[src/hdl/ums_pkg.sv]
package ums_pkg;

  // Timer counters saturate at all ones of this width.
  localparam int TIMER_W = 16;
  // Configuration registers are 16 bits wide.
  localparam int CFG_W = 16;
  // Common width for comparing a counter with a register.
  localparam int CMP_W = (TIMER_W > CFG_W) ? TIMER_W : CFG_W;
  localparam int PREFIX_LEN = 5;
  localparam int PREFIX_W = 8 * PREFIX_LEN;
  localparam int NUM_PREFIX = 8;

  typedef logic [TIMER_W-1:0] tcount_t;
  typedef logic [CFG_W-1:0] cfg_word_t;
  localparam tcount_t TMAX = '1;
  localparam logic [7:0] CHAR_NL = 8'h0A;

  // Configuration register indexes.
  typedef enum logic [1:0] {
    CFG_SHUTDOWN_TIMEOUT = 2'd0,
    CFG_POWER_GOOD_DELAY = 2'd1,
    CFG_SWITCH_OFF_DELAY = 2'd2,
    CFG_WATCHDOG_TIMEOUT = 2'd3
  } cfg_index_t;

  typedef struct packed {
    cfg_word_t shutdown_timeout;
    cfg_word_t power_good_delay;
    cfg_word_t switch_off_delay;
    cfg_word_t watchdog_timeout;
  } cfg_t;

  // Operation handed from the front end to the back end.
  typedef enum logic [1:0] {
    OP_NOP  = 2'd0,
    OP_LINE = 2'd1,
    OP_TICK = 2'd2
  } op_kind_t;

  // Recognized status lines, in matching order.
  typedef enum logic [2:0] {
    HIT_BUFRD    = 3'd0,
    HIT_ALARM    = 3'd1,
    HIT_DC_OK    = 3'd2,
    HIT_DC_LO    = 3'd3,
    HIT_ONLINE   = 3'd4,
    HIT_BAT      = 3'd5,
    HIT_FULL     = 3'd6,
    HIT_NOT_FULL = 3'd7
  } hit_t;

  typedef enum logic [3:0] {
    EV_NONE     = 4'd0,
    EV_READY    = 4'd1,
    EV_ALARM    = 4'd2,
    EV_DC_OK    = 4'd3,
    EV_DC_LOW   = 4'd4,
    EV_ONLINE   = 4'd5,
    EV_ISLAND   = 4'd6,
    EV_FULL     = 4'd7,
    EV_NOT_FULL = 4'd8
  } line_event_t;

  typedef struct packed {
    op_kind_t kind;
    hit_t     hit;
    logic     sw;
  } op_t;

  // Result item, line event in the lowest bits.
  typedef struct packed {
    logic        shutdown_commanded;
    logic        link_ok;
    logic        storage_full;
    logic        on_battery;
    logic        dc_input_ok;
    logic        buffer_ready;
    logic        switch_off_event;
    logic        power_good_again;
    logic        power_loss_shutdown;
    logic        comm_failure;
    line_event_t line_event;
  } result_t;

  localparam int RESULT_W = $bits(result_t);

  // Five-character status prefixes, first character in the lowest byte.
  function automatic logic [PREFIX_W-1:0] prefix_of(hit_t h);
    logic [PREFIX_W-1:0] p;
    unique case (h)
      HIT_BUFRD:    p = 40'h44_52_46_55_42;
      HIT_ALARM:    p = 40'h4D_52_41_4C_41;
      HIT_DC_OK:    p = 40'h4B_4F_5F_43_44;
      HIT_DC_LO:    p = 40'h4F_4C_5F_43_44;
      HIT_ONLINE:   p = 40'h2A_2A_2A_2A_2A;
      HIT_BAT:      p = 40'h2A_54_41_42_2A;
      HIT_FULL:     p = 40'h35_38_3E_41_42;
      HIT_NOT_FULL: p = 40'h35_38_3C_41_42;
      default:      p = '0;
    endcase
    return p;
  endfunction

endpackage

[src/hdl/ums_front.sv]
module ums_front (
  input  logic          clk,
  input  logic          rst_n,
  input  logic          accept,
  input  logic          command,
  input  logic [7:0]    rx_byte,
  input  logic          switch_on,
  output ums_pkg::op_t  op
);
  import ums_pkg::*;

  logic [PREFIX_W-1:0] prefix_r;
  logic [2:0]          count_r;
  logic                hit_found;
  hit_t                hit_code;

  // Compare the collected prefix with every known status line.
  always_comb begin
    hit_found = 1'b0;
    hit_code  = HIT_BUFRD;
    for (int k = NUM_PREFIX - 1; k >= 0; k--) begin
      if (prefix_r == prefix_of(hit_t'(k))) begin
        hit_found = 1'b1;
        hit_code  = hit_t'(k);
      end
    end
    if (count_r < 3'(PREFIX_LEN)) begin
      hit_found = 1'b0;
    end
  end

  // Classify the incoming transfer.
  always_comb begin
    op.sw   = switch_on;
    op.hit  = hit_code;
    op.kind = OP_NOP;
    if (command) begin
      op.kind = OP_TICK;
    end else if (rx_byte == CHAR_NL && hit_found) begin
      op.kind = OP_LINE;
    end
  end

  // Collect the first characters of the current line.
  always_ff @(posedge clk) begin
    if (!rst_n) begin
      prefix_r <= '0;
      count_r  <= '0;
    end else if (accept && !command) begin
      if (rx_byte == CHAR_NL) begin
        prefix_r <= '0;
        count_r  <= '0;
      end else if (count_r < 3'(PREFIX_LEN)) begin
        prefix_r[count_r*8 +: 8] <= rx_byte;
        count_r                  <= count_r + 3'd1;
      end
    end
  end

endmodule

[src/hdl/ums_opq.sv]
module ums_opq (
  input  logic          clk,
  input  logic          rst_n,
  input  logic          push,
  input  ums_pkg::op_t  push_op,
  output logic          not_full,
  input  logic          pop,
  output logic          not_empty,
  output ums_pkg::op_t  pop_op
);
  import ums_pkg::*;

  op_t        slot_r [2];
  logic       wr_ptr_r;
  logic       rd_ptr_r;
  logic [1:0] count_r;
  logic       do_push;
  logic       do_pop;

  assign not_full  = (count_r != 2'd2);
  assign not_empty = (count_r != 2'd0);
  assign do_push   = push && not_full;
  assign do_pop    = pop && not_empty;
  assign pop_op    = slot_r[rd_ptr_r];

  // Two-entry queue between classification and execution.
  always_ff @(posedge clk) begin
    if (do_push) begin
      slot_r[wr_ptr_r] <= push_op;
    end
  end

  always_ff @(posedge clk) begin
    if (!rst_n) begin
      wr_ptr_r <= 1'b0;
      rd_ptr_r <= 1'b0;
      count_r  <= '0;
    end else begin
      if (do_push) begin
        wr_ptr_r <= ~wr_ptr_r;
      end
      if (do_pop) begin
        rd_ptr_r <= ~rd_ptr_r;
      end
      count_r <= count_r + {1'b0, do_push} - {1'b0, do_pop};
    end
  end

endmodule

[src/hdl/ums_back.sv]
module ums_back (
  input  logic               clk,
  input  logic               rst_n,
  input  ums_pkg::cfg_t      cfg,
  input  logic               op_valid,
  input  ums_pkg::op_t       op,
  output logic               op_pop,
  output logic               out_valid,
  input  logic               out_ready,
  output ums_pkg::result_t   result
);
  import ums_pkg::*;

  function automatic tcount_t inc_sat(tcount_t v);
    return (v == TMAX) ? v : v + tcount_t'(1);
  endfunction

  function automatic logic reached(tcount_t c, cfg_word_t r);
    return CMP_W'(c) >= CMP_W'(r);
  endfunction

  logic    ready_r, ready_nxt;
  logic    full_r, full_nxt;
  logic    island_r, island_nxt;
  logic    dc_r, dc_nxt;
  logic    alive_r, alive_nxt;
  tcount_t wd_cnt_r, wd_cnt_nxt;
  tcount_t sd_cnt_r, sd_cnt_nxt;
  logic    sd_run_r, sd_run_nxt;
  tcount_t good_cnt_r, good_cnt_nxt;
  logic    good_run_r, good_run_nxt;
  logic    sw_prev_r, sw_prev_nxt;
  tcount_t off_cnt_r, off_cnt_nxt;
  logic    off_timing_r, off_timing_nxt;
  logic    off_sig_r, off_sig_nxt;
  logic    latch_r, latch_nxt;
  logic    out_valid_r;
  result_t result_r, result_nxt;

  assign op_pop    = op_valid && (!out_valid_r || out_ready);
  assign out_valid = out_valid_r;
  assign result    = result_r;

  // Execute one operation on the flags and timers.
  always_comb begin
    ready_nxt      = ready_r;
    full_nxt       = full_r;
    island_nxt     = island_r;
    dc_nxt         = dc_r;
    alive_nxt      = alive_r;
    wd_cnt_nxt     = wd_cnt_r;
    sd_cnt_nxt     = sd_cnt_r;
    sd_run_nxt     = sd_run_r;
    good_cnt_nxt   = good_cnt_r;
    good_run_nxt   = good_run_r;
    sw_prev_nxt    = sw_prev_r;
    off_cnt_nxt    = off_cnt_r;
    off_timing_nxt = off_timing_r;
    off_sig_nxt    = off_sig_r;
    latch_nxt      = latch_r;
    result_nxt     = '0;
    result_nxt.line_event = EV_NONE;

    unique case (op.kind)
      OP_LINE: begin
        unique case (op.hit)
          HIT_BUFRD: begin
            if (!ready_r) begin
              ready_nxt = 1'b1;
              result_nxt.line_event = EV_READY;
            end
          end
          HIT_ALARM: begin
            if (ready_r) begin
              ready_nxt = 1'b0;
              result_nxt.line_event = EV_ALARM;
            end
          end
          HIT_DC_OK: begin
            if (!dc_r) begin
              dc_nxt       = 1'b1;
              good_cnt_nxt = '0;
              good_run_nxt = 1'b1;
              result_nxt.line_event = EV_DC_OK;
            end
          end
          HIT_DC_LO: begin
            if (dc_r) begin
              dc_nxt       = 1'b0;
              good_run_nxt = 1'b0;
              result_nxt.line_event = EV_DC_LOW;
            end
          end
          HIT_ONLINE: begin
            if (island_r) begin
              island_nxt = 1'b0;
              result_nxt.line_event = EV_ONLINE;
            end
          end
          HIT_BAT: begin
            if (!island_r) begin
              island_nxt = 1'b1;
              result_nxt.line_event = EV_ISLAND;
            end
          end
          HIT_FULL: begin
            if (!full_r) begin
              full_nxt   = 1'b1;
              sd_run_nxt = 1'b0;
              result_nxt.line_event = EV_FULL;
            end
          end
          HIT_NOT_FULL: begin
            if (full_r) begin
              full_nxt   = 1'b0;
              sd_cnt_nxt = '0;
              sd_run_nxt = 1'b1;
              result_nxt.line_event = EV_NOT_FULL;
            end
          end
          default: ;
        endcase
        alive_nxt  = 1'b1;
        wd_cnt_nxt = '0;
      end

      OP_TICK: begin
        // Repeating communication watchdog.
        wd_cnt_nxt = inc_sat(wd_cnt_r);
        if (reached(wd_cnt_nxt, cfg.watchdog_timeout)) begin
          result_nxt.comm_failure = 1'b1;
          alive_nxt  = 1'b0;
          wd_cnt_nxt = '0;
        end
        // Single-shot shutdown timer, checked before the power-good timer.
        if (sd_run_r) begin
          sd_cnt_nxt = inc_sat(sd_cnt_r);
          if (reached(sd_cnt_nxt, cfg.shutdown_timeout)) begin
            result_nxt.power_loss_shutdown = 1'b1;
            sd_run_nxt = 1'b0;
            latch_nxt  = 1'b1;
          end
        end
        // Single-shot power-good timer; its expiry also stops the shutdown timer.
        if (good_run_r) begin
          good_cnt_nxt = inc_sat(good_cnt_r);
          if (reached(good_cnt_nxt, cfg.power_good_delay)) begin
            result_nxt.power_good_again = 1'b1;
            good_run_nxt = 1'b0;
            sd_run_nxt   = 1'b0;
          end
        end
        // Main switch edges and off delay.
        if (op.sw != sw_prev_r) begin
          if (!op.sw) begin
            off_cnt_nxt    = '0;
            off_timing_nxt = 1'b1;
          end else begin
            off_sig_nxt    = 1'b0;
            off_timing_nxt = 1'b0;
          end
          sw_prev_nxt = op.sw;
        end else if (!op.sw && off_timing_r) begin
          off_cnt_nxt = inc_sat(off_cnt_r);
        end
        if (!op.sw && off_timing_nxt && !off_sig_nxt &&
            (CMP_W'(off_cnt_nxt) > CMP_W'(cfg.switch_off_delay))) begin
          off_sig_nxt = 1'b1;
          latch_nxt   = 1'b1;
          result_nxt.switch_off_event = 1'b1;
        end
      end

      default: ;
    endcase

    result_nxt.buffer_ready       = ready_nxt;
    result_nxt.dc_input_ok        = dc_nxt;
    result_nxt.on_battery         = island_nxt;
    result_nxt.storage_full       = full_nxt;
    result_nxt.link_ok            = alive_nxt;
    result_nxt.shutdown_commanded = latch_nxt;
  end

  // State registers advance once per executed operation.
  always_ff @(posedge clk) begin
    if (!rst_n) begin
      ready_r      <= 1'b0;
      full_r       <= 1'b0;
      island_r     <= 1'b0;
      dc_r         <= 1'b1;
      alive_r      <= 1'b1;
      wd_cnt_r     <= '0;
      sd_cnt_r     <= '0;
      sd_run_r     <= 1'b0;
      good_cnt_r   <= '0;
      good_run_r   <= 1'b0;
      sw_prev_r    <= 1'b0;
      off_cnt_r    <= '0;
      off_timing_r <= 1'b0;
      off_sig_r    <= 1'b0;
      latch_r      <= 1'b0;
    end else if (op_pop) begin
      ready_r      <= ready_nxt;
      full_r       <= full_nxt;
      island_r     <= island_nxt;
      dc_r         <= dc_nxt;
      alive_r      <= alive_nxt;
      wd_cnt_r     <= wd_cnt_nxt;
      sd_cnt_r     <= sd_cnt_nxt;
      sd_run_r     <= sd_run_nxt;
      good_cnt_r   <= good_cnt_nxt;
      good_run_r   <= good_run_nxt;
      sw_prev_r    <= sw_prev_nxt;
      off_cnt_r    <= off_cnt_nxt;
      off_timing_r <= off_timing_nxt;
      off_sig_r    <= off_sig_nxt;
      latch_r      <= latch_nxt;
    end
  end

  // Output register holds a result until its transfer.
  always_ff @(posedge clk) begin
    if (op_pop) begin
      result_r <= result_nxt;
    end
  end

  always_ff @(posedge clk) begin
    if (!rst_n) begin
      out_valid_r <= 1'b0;
    end else if (op_pop) begin
      out_valid_r <= 1'b1;
    end else if (out_ready) begin
      out_valid_r <= 1'b0;
    end
  end

endmodule

[src/hdl/ups_status_monitor.sv]
// A result passes through the queue and then the output register before it is offered.
// Throughput: one item per cycle unless the output stalls; the back end executes one queued operation per cycle.
// A two-entry queue and the output register let input and output stall independently.
// Reset (rst_n low, synchronous) clears the line buffer, queue, flags and timers,
// sets dc_input_ok and link_ok, and loads the default configuration values.
module ups_status_monitor (
  input  logic        clk,
  input  logic        rst_n,
  input  logic        in_tvalid,
  output logic        in_tready,
  input  logic [15:0] in_tdata,   // [7:0] rx_byte, [8] switch_on
  input  logic        in_tuser,   // command
  output logic        out_tvalid,
  input  logic        out_tready,
  // [3:0] line_event, [4] comm_failure, [5] power_loss_shutdown,
  // [6] power_good_again, [7] switch_off_event, [8] buffer_ready,
  // [9] dc_input_ok, [10] on_battery, [11] storage_full, [12] link_ok,
  // [13] shutdown_commanded
  output logic [15:0] out_tdata,
  input  logic        cfg_we,
  input  logic [1:0]  cfg_index,
  input  logic [15:0] cfg_wdata
);
  import ums_pkg::*;

  cfg_t    cfg_r;
  logic    in_accept;
  op_t     front_op;
  logic    q_not_empty;
  op_t     q_op;
  logic    q_pop;
  result_t result;

  assign in_accept = in_tvalid && in_tready;

  // Configuration registers.
  always_ff @(posedge clk) begin
    if (!rst_n) begin
      cfg_r.shutdown_timeout <= 16'd30000;
      cfg_r.power_good_delay <= 16'd5000;
      cfg_r.switch_off_delay <= 16'd500;
      cfg_r.watchdog_timeout <= 16'd5000;
    end else if (cfg_we) begin
      unique case (cfg_index_t'(cfg_index))
        CFG_SHUTDOWN_TIMEOUT: cfg_r.shutdown_timeout <= cfg_wdata;
        CFG_POWER_GOOD_DELAY: cfg_r.power_good_delay <= cfg_wdata;
        CFG_SWITCH_OFF_DELAY: cfg_r.switch_off_delay <= cfg_wdata;
        CFG_WATCHDOG_TIMEOUT: cfg_r.watchdog_timeout <= cfg_wdata;
        default: ;
      endcase
    end
  end

  ums_front u_front (
    .clk       (clk),
    .rst_n     (rst_n),
    .accept    (in_accept),
    .command   (in_tuser),
    .rx_byte   (in_tdata[7:0]),
    .switch_on (in_tdata[8]),
    .op        (front_op)
  );

  ums_opq u_opq (
    .clk       (clk),
    .rst_n     (rst_n),
    .push      (in_accept),
    .push_op   (front_op),
    .not_full  (in_tready),
    .pop       (q_pop),
    .not_empty (q_not_empty),
    .pop_op    (q_op)
  );

  ums_back u_back (
    .clk       (clk),
    .rst_n     (rst_n),
    .cfg       (cfg_r),
    .op_valid  (q_not_empty),
    .op        (q_op),
    .op_pop    (q_pop),
    .out_valid (out_tvalid),
    .out_ready (out_tready),
    .result    (result)
  );

  assign out_tdata = {(16 - RESULT_W)'(0), result};

endmodule

[config.mk]
export PLATFORM = sky130hd
export DESIGN_NAME = ups_status_monitor
export DESIGN_NICKNAME = d
export VERILOG_FILES = /design/src/hdl/ums_pkg.sv /design/src/hdl/ums_front.sv /design/src/hdl/ums_opq.sv /design/src/hdl/ums_back.sv /design/src/hdl/ups_status_monitor.sv
export SDC_FILE = /design/constraint.sdc
export NUM_CORES = 1
export LEC_CHECK = 0
export ABC_CLOCK_PERIOD_IN_PS = 3990
export BUFFER_PORTS_ARGS = -buffer_cell sky130_fd_sc_hd__buf_4
export CORE_ASPECT_RATIO = 0.5
export CORE_MARGIN = 1.5
export CORE_UTILIZATION = 40
export DETAILED_ROUTE_END_ITERATION = 7
export SLEW_MARGIN = 20
export SYNTH_ARGS = -nofsm -noshare
export SYNTH_HDL_FRONTEND = slang
export SYNTH_SLANG_ARGS = --single-unit
[constraint.sdc]
create_clock -name clk -period 3.99 [get_ports clk]
set_input_delay 0.798 -clock clk [delete_from_list [all_inputs] [get_ports clk]]
set_output_delay 0.798 -clock clk [all_outputs]
set_load 0.05 [all_outputs]
# Yosys cells after proc, flatten, opt, wreduce, memory -nomap -nowiden
# Memory sizes are Yosys's and may differ from the RTL's. A register that Yosys moved wholly into a read port is not among the register bits.
# Cells that the tools add are included.
# W data, S select, Z words.
dict set report word_totals {
  register_bits 201
  output_inout_bits 18
  ram_bits 12
  word_cells 224
  input_bits 40
  n_memories 1
}
dict set report op_classes {
  n_bitwise 2
  shifts 2
  mux 96
  eq_ne 39
  reduce_logical 35
  addsub 8
  n_lt_le_gt_ge 5
}
# memory depth width read_ports rd_clocked_by_memory_dff write_ports line
set memory_table {}
lappend memory_table {u_opq.slot_r 2 6 1 1 1 ums_opq.sv:13} ;# op_t slot_r [2];
# cell n
set op_table {}
lappend op_table {{$mux W16} 15}
lappend op_table {{$eq A40 B38 Y1 const B} 4}
lappend op_table {{$eq A40 B39 Y1 const B} 4}
lappend op_table {{$pmux W16 S2} 3}
lappend op_table {{$mux W40} 2}
lappend op_table {{$add A16 B1 Y16 const B} 4}
lappend op_table {{$eq A16 B16 Y1 const B} 4}
lappend op_table {{$ge A16 B16 Y1} 3}
lappend op_table {{$mux W1} 47}
lappend op_table {{$mux W3} 14}
lappend op_table {{$bwmux W40} 1}
lappend op_table {{$shift A8 B34 Y40 const A} 1}
lappend op_table {{$shiftx A8 B34 Y40} 1}
lappend op_table {{$neg A6 Y34} 1}
lappend op_table {{$pmux W4 S8} 1}
lappend op_table {{$reduce_and A5 Y1} 4}
lappend op_table {{$pmux W1 S2} 9}
lappend op_table {{$reduce_and A2 Y1} 9}
lappend op_table {{$gt A16 B16 Y1} 1}
lappend op_table {{$eq A3 B3 Y1 const B} 4}
lappend op_table {{$ne A3 B3 Y1 const B} 4}
lappend op_table {{$logic_and A1 B1 Y1} 10}
lappend op_table {{$eq A8 B4 Y1 const B} 1}
lappend op_table {{$ne A2 B2 Y1 const B} 4}
lappend op_table {{other kinds (20)} 36}

# Depth between registers and ports, before layout
# Gate-level depths: netlist of the first run.
dict set report depth {
  ltp_word 13
  depth_mapped 15
}

# Cells and area by module
# Synthesis of the first run repeated with hierarchy kept, for this count alone.
dict set report hier_totals {
  hier_cells 1496
  hier_area_um2 12799.8
}
# mod cells_per_inst instances seq_area_each_um2 area_each_um2
set by_module_without_submodules {}
lappend by_module_without_submodules {ums_back 932 1 1941.9 7280.7}
lappend by_module_without_submodules {ups_status_monitor 248 1 1281.2 2549.9}
lappend by_module_without_submodules {ums_front 273 1 860.8 2301.0}
lappend by_module_without_submodules {ums_opq 43 1 460.4 668.1}

# Worst setup path after synthesis of the first run
# OpenSTA, ideal clock, no wires.
dict set report synth_timing {
  kind {reg-to-reg}
  startpoint {reg u_back.wd_cnt_r[0]}
  endpoint {reg u_back.wd_cnt_r[13]}
  arrival_ns 3.437
  stages_incl_launch_ff 16
  setup_slack_ns 0.436
  setup_ns 0.117
  n_path_buf 3
  cell_sequence {dfxtp_1 > ha_1 > and3_1 > nand3_1 > or3_1 > clkbuf_1 > buf_2 > xnor2_1 > ha_1 > nand2b_1 > a2111oi_0 > o31a_1 > o21ai_0 > clkbuf_1 > o21ai_0 > a22o_1}
}
dict set report synth_between {
  elab_chain_cells 5
}
# element line
set synth_rtl {}
lappend synth_rtl {{from (decl)} ums_back.sv:27} ;# tcount_t wd_cnt_r, wd_cnt_nxt;
lappend synth_rtl {{from (signal assigned)} ums_back.sv:209} ;# wd_cnt_r <= wd_cnt_nxt;
lappend synth_rtl {{$add A16 B1 Y16 or $eq A16 B16 Y1 (tied branches)} ums_back.sv:15} ;# return (v == TMAX) ? v : v + tcount_t'(1);
lappend synth_rtl {{$mux W16 *} ums_back.sv:15}
lappend synth_rtl {{$ge A16 B16 Y1} ums_back.sv:19} ;# return CMP_W'(c) >= CMP_W'(r);
lappend synth_rtl {{$mux W16 *} ums_back.sv:130} ;# if (reached(wd_cnt_nxt, cfg.watchdog_timeout)) begin
lappend synth_rtl {{$pmux W16 S2 *} ums_back.sv:64} ;# unique case (op.kind)
# Every way passes the cells marked *; elsewhere a longest branch is shown, timed or not.
# A chain may end at the register's enable or synchronous reset.

# Worst setup path in the final report of the first run
dict set report layout_timing {
  startpoint {reg u_back.wd_cnt_r[1]}
  endpoint {reg u_back.wd_cnt_r[11]}
}
# The elaborated chain is that of the path after synthesis.

==> impl_results.md, run 1 <==
* Setup-failing EPs final at 0
* Setup Buffers After CTS at 0
* Synth Area in XOR/XNOR at 0.0242
* Worst-Margin Slew at 1.02 ns
* LEAKAGE at 5.19 nW
* Vias at 10800
* Cell with the most instances after synthesis: nand2_1
* Final global-route overflow total at 0
* Num CTS Buffers at 22
* Ant diodes at 0
* Die boundary height at ~130 um
* CTS sink cnt at 214
* Largest area contributor in the netlist: dfxtp_1
* Avg WL per Cell at 17.1 um
* Slew Limit Fails at 0
* PortBufs at 48
* HP Class: reg2reg
* Num rows at 44
* Syn Std Cell Area at 0.0119 mm2
* Pwr Total at 6.26 mW
* Tcrit/Tclk final at 0.940
* Io pins at 58
* Top cells by area, synth: dfxtp_1, ha_1, nand2_1, edfxtp_1, a21oi_1
* Reg clk slew, reported paths at approximately 0.070 ns
* Gr usage total at 0.210
* Initial antenna violation count at 0
* # Max-Cap Violations at 0
* Post-Synth Adder-Cell Area at 0.0795
* Core area at slightly below 0.03 mm2
* Reg2Reg Depth at 15
* GPL Wtd Cong at 0.882
* Power Dens Cells at 461 mW/mm2
* Dominant synthesized flop cell: dfxtp_1
* EDFF count, synth at 26
* Share of cells above drive strength 1 at 0.102
* Status: complete, no violations
* Vias in the first global route at 10400
* Worst Path Required at about 4.5 ns
* DPL Wire Length at 23700 um
* Syn Area/Cell at 8.19 um2
* Final WL at between 30000 and 40000 um
* Largest family of logic cells by synthesized area: simple AND/OR/NAND/NOR gates
* Setup_tns at 0 ns
* Starting Density at 0.409
* RSZ-0062 raised after global routing: false
* Worst-Skew Late Latency at around 0.52 ns
* Compound-Gate Fraction of Synth Area at 0.204
* Die Span X at 247 um
* Mapped Cells at 1457
* Fill cell count at 2836
* Hold Crit Depth at 2
* CP Max Fanout at 13
* Rel. slew slack at 0.316
* Synth cell types at 81
* Final design utilization at 0.465
* Die area at 0.0309 mm2
* Seq/Total Area, Yosys at 0.381
* Flops & latches, synth at 214
* Initial drt markers at between 900 and 1000
* Antenna viol nets, final at 0
* Crit path DAT at 4.21 ns
* Synth warnings at 0
* Post-synthesis mux area share at 0.0197
* Fin. Hold Viols at 0
* First-pass DRT Iterations at 6
* Nets at between 1500 and 2000
* Peak VDD IR at 0.292 mV
* # H-tree levels at 1
* Via density at about 5.7
* TritonCTS clock tree: done
* Largest net degree at the start of global routing at 57
* Clk buf depth at 3
* Async SR Flop Fraction at 0
* Top cells by instance count after synthesis: nand2_1, dfxtp_1, nor2_1
* Residual DRC count at 0
* CTS root buf: clkbuf_16
* Crit path time final at about 3.8 ns
* Area Growth Syn to Fin at 13.7%
* Crit. End Element: register
* Global-route wire length before repair at 53400 um
* Startpoint types: register
* Critical path type: reg2reg
* Achievable frequency at about 270 MHz
* Post-Synth Simple-Gate Area at 0.242
* Skew final at 0.0129 ns
* Share of the synthesized area in the top cell type at 0.315
-- report_power, final --
part           internal [mW]  switching, mW
registers               2.37          0.107
logic                  0.469           1.01
clock network           1.39          0.908
-- sequential cells by signal, summed over array words and instances (netlist names), 2 cells and up, named ones only --
register / cells
u_back.good_cnt_r: 16
cfg_r: 64
u_back.result: 14
u_front.count_r: 3
u_opq.slot_r: 12
u_opq.count_r: 2
u_back.wd_cnt_r: 16
u_back.sd_cnt_r: 16
u_back.off_cnt_r: 16
u_front.prefix_r: 40
-- routing by layer --
layer | part of all wire | global-route usage
met5 | 0 | 0
met4 | 0.019 | 0.0460
met3 | 0.046 | 0.0309
met2 | 0.47 | 0.355
met1 | 0.47 | 0.284
-- layout make-up --
type / instances / area [um2] / share of cell area
multi-input combinational: 1095 / 6820 / 0.503
timing repair buffer: 78 / 586 / 0.0432
inverter: 86 / 324 / 0.0239
clock buffer: 30 / 642 / 0.0473
sequential: 214 / 4540 / 0.335
clock inverter: 9 / 156 / 0.0115
tap: 391 / 489 / 0.0361
-- repair_timing --
action	in CTS	in global routing
resized for setup	0	3
endpoints found under the setup margin	0	18
hold buffers	0	0
-- layout by cell type, fill, tap and decap left out, drive strengths merged, types with 17 or more instances in the layout --
| cell | instances |
|---|---|
| clkbuf | 30 |
| a22oi | 32 |
| o21ai | 64 |
| edfxtp | 26 |
| inv | 86 |
| buf | 78 |
| xnor2 | 26 |
| nor2 | 129 |
| a22o | 17 |
| a21oi | 117 |
| nand4 | 31 |
| ha | 75 |
| dfxtp | 188 |
| nand2 | 217 |
| and3 | 21 |
| o211ai | 31 |
| nor3 | 28 |
| nand3 | 47 |
-- per-stage QoR --
step,setup slack [ns],instances,hold WS (ns),instance area (um2)
global route,0.0302,1903,0.472,13600
CTS,0.161,1903,0.460,13600
detailed placement,0.195,1864,0.450,12800
floorplan,0.436,1458,0.436,11900
global placement,0.340,1864,0.444,12800
finish,0.239,1903,0.457,13600
-- path summary, 6_finish.rpt --
path / start / endpoint / slack [ns]
max: u_back.wd_cnt_r[1] / u_back.wd_cnt_r[11] / 0.24
max reg2reg: u_back.wd_cnt_r[1] / u_back.wd_cnt_r[11] / 0.24
min: cfg_r[2] / cfg_r[2] / 0.46
min reg2reg: cfg_r[2] / cfg_r[2] / 0.46
-- critical path, stage by stage (launching register included) --
cell and delay [ns]:
dfxtp_1 0.42, ha_1 0.28, and3_1 0.23, nand3_1 0.13, or3_4 0.48, buf_4 0.19
nand2_1 0.09, xnor2_1 0.18, ha_1 0.31, a21oi_1 0.16, o21ai_0 0.14, a2111oi_0 0.39
o21ai_0 0.14, buf_4 0.20, o21ai_0 0.16, o31a_1 0.17
-- cell families (layout without fill, tap and decap cells) --
family                     after synthesis  after routing
buffers and inverters                  149            203
AOI/OAI and AO/OA                      372            372
xor gates and xnor gates                33             33
adders and majority gates               76             76
and+or+nand+nor                        590            590
muxes                                   22             22
other                                    1              2
DFF                                    214            214
Power figures use the tool's default switching activity.
==> inputs of run 2 (changes only) <==
Settings changed: SYNTH_HIERARCHICAL set to 1.
==> run 2 against run 1 <==
  * Maximum frequency up 0.37%
  * Register-to-register slack about the same
  * Clock skew up 0.0022 ns
  * Clock power down 9.6%
  * Wire length up 2.8%
  * Largest power group unchanged
  * Sequential share of layout area down 1.5 points
  * Highest routed layer unchanged
  * Worst setup slack better by 0.014 ns
  * Flip-flop and latch count unchanged
==> impl_results.md, run 2 <==
* Critical-path top delay cell: mux2_2
* Synth cell types at 94
* Via density at between 5 and 6
* Startpoint types: register
* Critical path type: reg2reg
* Worst hold start: cfg_r[50]
* Max reg flops at 64
* Antenna viol nets, final at 0
* Max incr delay on CP at 0.46 ns
* Worst slack, placed at 0.189 ns
* Ant diodes at 0
* Setup_tns at 0 ns
* Dominant synthesized flop cell: dfxtp_1
* Most frequent cell on the critical path: nand4_1
* Async SR Flop Fraction at 0
* # Max-Cap Violations at 0
* TritonCTS clock tree: done
* Area Growth Syn to Fin at 11.0%
* Nets at 1628
* Crit path time final at 3.74 ns
* Commonest non-fill, non-tap cell in the layout: dfxtp_1
* RR Endpoint: u_back/result[13]
* CP endpoint: u_back/result[13]
* Synth warnings at 6
* Syn Area/Cell at 8.56 um2
* Tcrit/Tclk final at 0.937
* PortBufs at 48
* CP Max Fanout at 10
* Reg clk slew, reported paths at 0.06 ns
* Residual DRC count at 0
* Largest area contributor in the netlist: dfxtp_1
* Rel. slew slack at 0.315
* Top reg by flops: cfg_r
* Seq/Total Area, Yosys at 0.355
* Most frequent cells in the layout: dfxtp_1, nand2_1, nor2_1, inv_1, a21oi_1
* Avg WL per Cell at 17.1 um
* Gr busiest metal: met2
* Gr usage total at 0.200
* Post-Layout Cell Count at roughly 2000
* Crit. End Element: register
* Routing usage on met1 at 0.257
* Biggest registers after layout: cfg_r x64, u_front/prefix_r x40
* Placed cell count at 1920
* Vias in the first global route at roughly 10000
* FF-to-FF setup slack at 0.25 ns
* Top cells by area, synth: dfxtp_1, ha_1, edfxtp_1, mux2i_1, nand2_1
* Num rows at 46
* Share of cells above drive strength 1 at 0.101
* Setup ws final at roughly 0.25 ns
* Final design utilization at 0.450
* Num CTS Buffers at 23
* Placed cell areas at 0.0135 mm2
* Starting Density at 0.405
* Io pins at slightly below 60
* Min Hold Slack at approximately 0.46 ns
* Status: complete, no violations
* HP Class: reg2reg
* Mapped Cells at 1496
* Design area at 0.0142 mm2
* Initial antenna violation count at 0
* Met3 usage at 0.0297
* Skew final at 0.0152 ns
* CTS sink cnt at 214
* Reg2Reg Depth at 12
* Global-route wire length before repair at 54200 um
* Crit path DAT at 3.99 ns
* Worst-Skew Late Latency at 0.52 ns
* EDFF count, synth at 26
* Die boundary height at 129 um
* Die Span X at 256 um
* CP cell instances: mux2_2 > nor3b_2 > nand4_1 > a31oi_2 > nand3_1 > o21ai_0 > ha_1 > nand4_1 > a311oi_1 > a211o_1 > o31a_1 > or3_1
* Flops & latches, synth at 214
* Setup Buffers After CTS at 0
* Cell with the most instances after synthesis: dfxtp_1
* Core area at 0.0316 mm2
* Clk buf depth at 3
* Syn Std Cell Area at ~0.013 mm2
* Share of the synthesized area in the top cell type at 0.294
* Worst Path Required at about 4.2 ns
* Vias at about 11000
* Largest net degree at the start of global routing at roughly 110
* Top cells by instance count after synthesis: dfxtp_1, nand2_1, nor2_1
* RSZ-0062 raised after global routing: false
* Fin. Hold Viols at 0
* CTS root buf: clkbuf_16
* LEAKAGE at around 5.6 nW
* Peak VDD IR at approximately 0.28 mV
* Pwr Total at 6.24 mW
* Final WL at 33500 um
* Global Route met2 Usage at 0.350
* Final global-route overflow total at 0
* Power Dens Cells at roughly 440 mW/mm2
* Setup-failing EPs final at 0
* Worst-Margin Slew at 1.02 ns
* DPL Wire Length at 24700 um
* Die area at 0.0331 mm2
* Achievable frequency at 268 MHz
* Multi-input logic area at between 0.007 and 0.008 mm2
* Register area at ~0.0045 mm2
* Initial drt markers at between 800 and 900
* Fill cell count at between 3000 and 4000
* First-pass DRT Iterations at 5
* Slew Limit Fails at 0
* GPL Wtd Cong at 0.925
* # H-tree levels at 1
* Hold buffer count at CTS at 0
[run 2: cell types whose count changed after synthesis, moves of 11 or more]
cell      change
a22o_1       -11
o21a_1       +13
nor2_1       -30
a21oi_1      -31
a32oi_1      -11
mux2i_1      +60
nor2b_1      +50
nand2_1      -57
nand3_1      +13
o211ai_1     -18
[run 2: layout make-up]
cell class                      count  area share
Clock inverter                     11     0.00775
Timing Repair Buffer               67      0.0372
Clock buffer                       30      0.0424
Tap cell                          432      0.0380
Multi-Input combinational cell   1120       0.532
Sequential cell                   214       0.320
Inverter                           87      0.0230
[run 2: cell families after synthesis]
logic type               count (synthesis)  synth area share
AO/OA/AOI/OAI                          302             0.159
XOR/XNOR                                39            0.0267
adder cells (fa/ha/maj)                 75            0.0733
buffers and inverters                  163            0.0556
flip-flops                             214             0.355
multiplexers                            89            0.0715
other                                    1          0.000293
AND/OR/NAND/NOR                        613             0.259
[run 2: where the power goes]
part           switching (mW)  internal (mW)
registers               0.108           2.38
clock network           0.889           1.19
logic                    1.14          0.530
[run 2: timing repair]
item | in CTS | in global routing
endpoints found under the setup margin | 0 | 3
hold endpoints to repair | 0 | 0
gates resized for setup | 0 | 2
[run 2: layer usage]
metal / vias to the layer above / wire length [um]
met4: 0 / 937
li1: 5420 / -
met5: - / 0
met3: 60 / 1620
met2: 280 / 15700
met1: 5183 / 15300
[run 2: worst min-delay path by stage]
stage	depth (start not counted)	to
6_report	2	cfg_r[50]
4_1_cts	1	u_opq/slot_r[0][0]
3_5_place_dp	2	cfg_r[63]
3_3_place_gp	2	cfg_r[49]
5_1_grt	1	u_opq/slot_r[0][0]
2_1_floorplan	2	cfg_r[25]
[run 2: worst max-delay path: cells and delay by family (launching register included)]
family                     cells  cell delay (ns)
AOI/OAI and AO/OA              5             1.27
adders and majority gates      1             0.32
DFF                            1             0.33
and+or+nand+nor                5             1.08
muxes                          1             0.46
==> inputs of run 3 (changes only) <==
Settings changed: BUFFER_PORTS_ARGS -buffer_cell sky130_fd_sc_hd__buf_4 to unset, DONT_BUFFER_PORTS set to 1.
==> run 3 against run 2 <==
  * Largest cell class unchanged
  * Register-to-register slack worse by 0.02 ns
  * Critical endpoint unchanged
  * Combinational power is 23% lower
  * Critical path depth is 1 lower
  * Wire length is 0.66% higher
==> impl_results.md, run 3 (same netlist as run 2, synthesis figures left out) <==
* Rel. slew slack at 0.316
* CTS root buf: clkbuf_16
* Pwr Total at 6.22 mW
* Initial antenna violation count at 0
* Setup_tns at 0 ns
* Tcrit/Tclk final at 0.942
* Max reg flops at 64
* Setup-failing EPs final at 0
* Gr usage total at 0.198
* Final WL at about 34000 um
* First-pass DRT Iterations at 5
* LEAKAGE at 5.36 nW
* Hold Crit Depth at 0
* Most frequent cells in the layout: dfxtp_1, nand2_1, nor2_1, inv_1, a21oi_1
* Reg clk slew, reported paths at 0.06 ns
* Worst-Margin Slew at 1.02 ns
* Reg2Reg Depth at 11
* Peak VDD IR at 0.318 mV
* Crit path time final at between 3 and 4 ns
* CTS sink cnt at around 210
* Vias in the first global route at 10000
* Ant diodes at 0
* Clk buf depth at 3
* Die Span X at 256 um
* Vias at between 10000 and 15000
* Avg WL per Cell at between 15 and 20 um
* RSZ-0062 raised after global routing: false
* Largest net degree at the start of global routing at between 150 and 200
* Power Dens Cells at 448 mW/mm2
* Residual DRC count at 0
* Achievable frequency at 266 MHz
* Global-route wire length before repair at 53000 um
* RR Startpoint: u_back/sd_cnt_r[0]
* Initial drt markers at 770
* Via density at 5.62
* Num rows at 46
* FF-to-FF setup slack at 0.23 ns
* Starting Density at 0.405
* DPL Wire Length at 24300 um
* Nets at ~1600
* Hold buffer count at CTS at 0
* Worst slack, placed at 0.169 ns
* Num CTS Buffers at 23
* # Max-Cap Violations at 0
* GPL Wtd Cong at 0.901
* PortBufs at 0
* Slew Limit Fails at 0
* Biggest registers after layout: cfg_r x64, u_front/prefix_r x40
* Top reg by flops: cfg_r
* Die area at 0.0331 mm2
* Worst Path Required at approximately 4.3 ns
* Area Growth Syn to Fin at 8.32%
* RR Endpoint: u_back/result[13]
* # H-tree levels at 1
* Worst hold start: in_tuser
* Core area at around 0.032 mm2
* Io pins at 58
* TritonCTS clock tree: done
* Setup ws final at around 0.23 ns
* CP Max Fanout at 7
* Final global-route overflow total at 0
* Share of cells above drive strength 1 at 0.0736
* Hold worst-path end: u_opq/slot_r[1][5]
* Skew final at 0.0217 ns
* Worst-Skew Late Latency at 0.54 ns
* Status: complete, no violations
* Antenna viol nets, final at 0
* Startpoint types: register
* Crit. End Element: register
* Fin. Hold Viols at 0
* Commonest non-fill, non-tap cell in the layout: dfxtp_1
* Critical path type: reg2reg
* Die boundary height at approximately 130 um
* Crit path DAT at 4.03 ns
* HP Class: in2reg
## run 3: cell type report
| class | instances | area [um2] |
|---|---|---|
| Sequential cell | 214 | 4540 |
| Inverter | 87 | 327 |
| Timing Repair Buffer | 17 | 128 |
| Clock buffer | 26 | 597 |
| Tap cell | 432 | 541 |
| Multi-Input combinational cell | 1120 | 7560 |
| Fill cell | 3073 | 17700 |
| Clock inverter | 16 | 165 |
## run 3: repair_timing
item,4_1_cts,5_1_grt
endpoints found under the setup margin,0,12
buffers inserted,0,1
gates resized for setup,0,3
## run 3: critical path: stages, from the launching register on
cell and delay (ns):
dfxtp_1 0.41, ha_1 0.25, nand3_1 0.19, or3_1 0.54
o2111ai_1 0.39, xnor2_1 0.18, ha_1 0.29, a211oi_1 0.26
o21ai_0 0.16, o2111ai_1 0.21, o21ai_0 0.24, or3_1 0.40
## run 3: report_power, final
part,switching [mW],internal (mW),leakage [nW]
registers,0.338,2.39,1.77
logic,0.853,0.423,3.23
clock network,0.940,1.27,0.365
total,2.13,4.09,5.36
## run 3: routing by layer
layer  GRT usage  wire length [um]  vias up
met2       0.347             16000      242
li1            -                 -     5316
met4      0.0599               839        0
met3      0.0321              1610       57
met1       0.252             15300     5129
met5           0                 0        -
## run 3: through the flow
step / utilization / hold WS, ns / cells / area (um2)
after global placement: 0.414 / 0.446 / 1869 / 13100
after detailed placement: 0.414 / 0.450 / 1869 / 13100
after CTS: 0.438 / 0.346 / 1911 / 13800
final: 0.439 / 0.369 / 1912 / 13900
after global routing: 0.439 / 0.346 / 1912 / 13900
after floorplan: - / 0.435 / 1497 / 12800
## run 3: worst max path at each step
stage                            start                 end  slack (ns)  depth (start not counted)
global placement    u_back/wd_cnt_r[0]  u_back/wd_cnt_r[7]        0.30                         12
finish              u_back/sd_cnt_r[0]   u_back/result[13]        0.23                         11
global route        u_back/sd_cnt_r[0]      u_back/latch_r        0.01                         12
detailed placement  u_back/wd_cnt_r[0]  u_back/wd_cnt_r[7]        0.17                         14
floorplan                     register   u_back/result[13]        0.35                         14
CTS                 u_back/wd_cnt_r[0]  u_back/wd_cnt_r[7]        0.17                         14
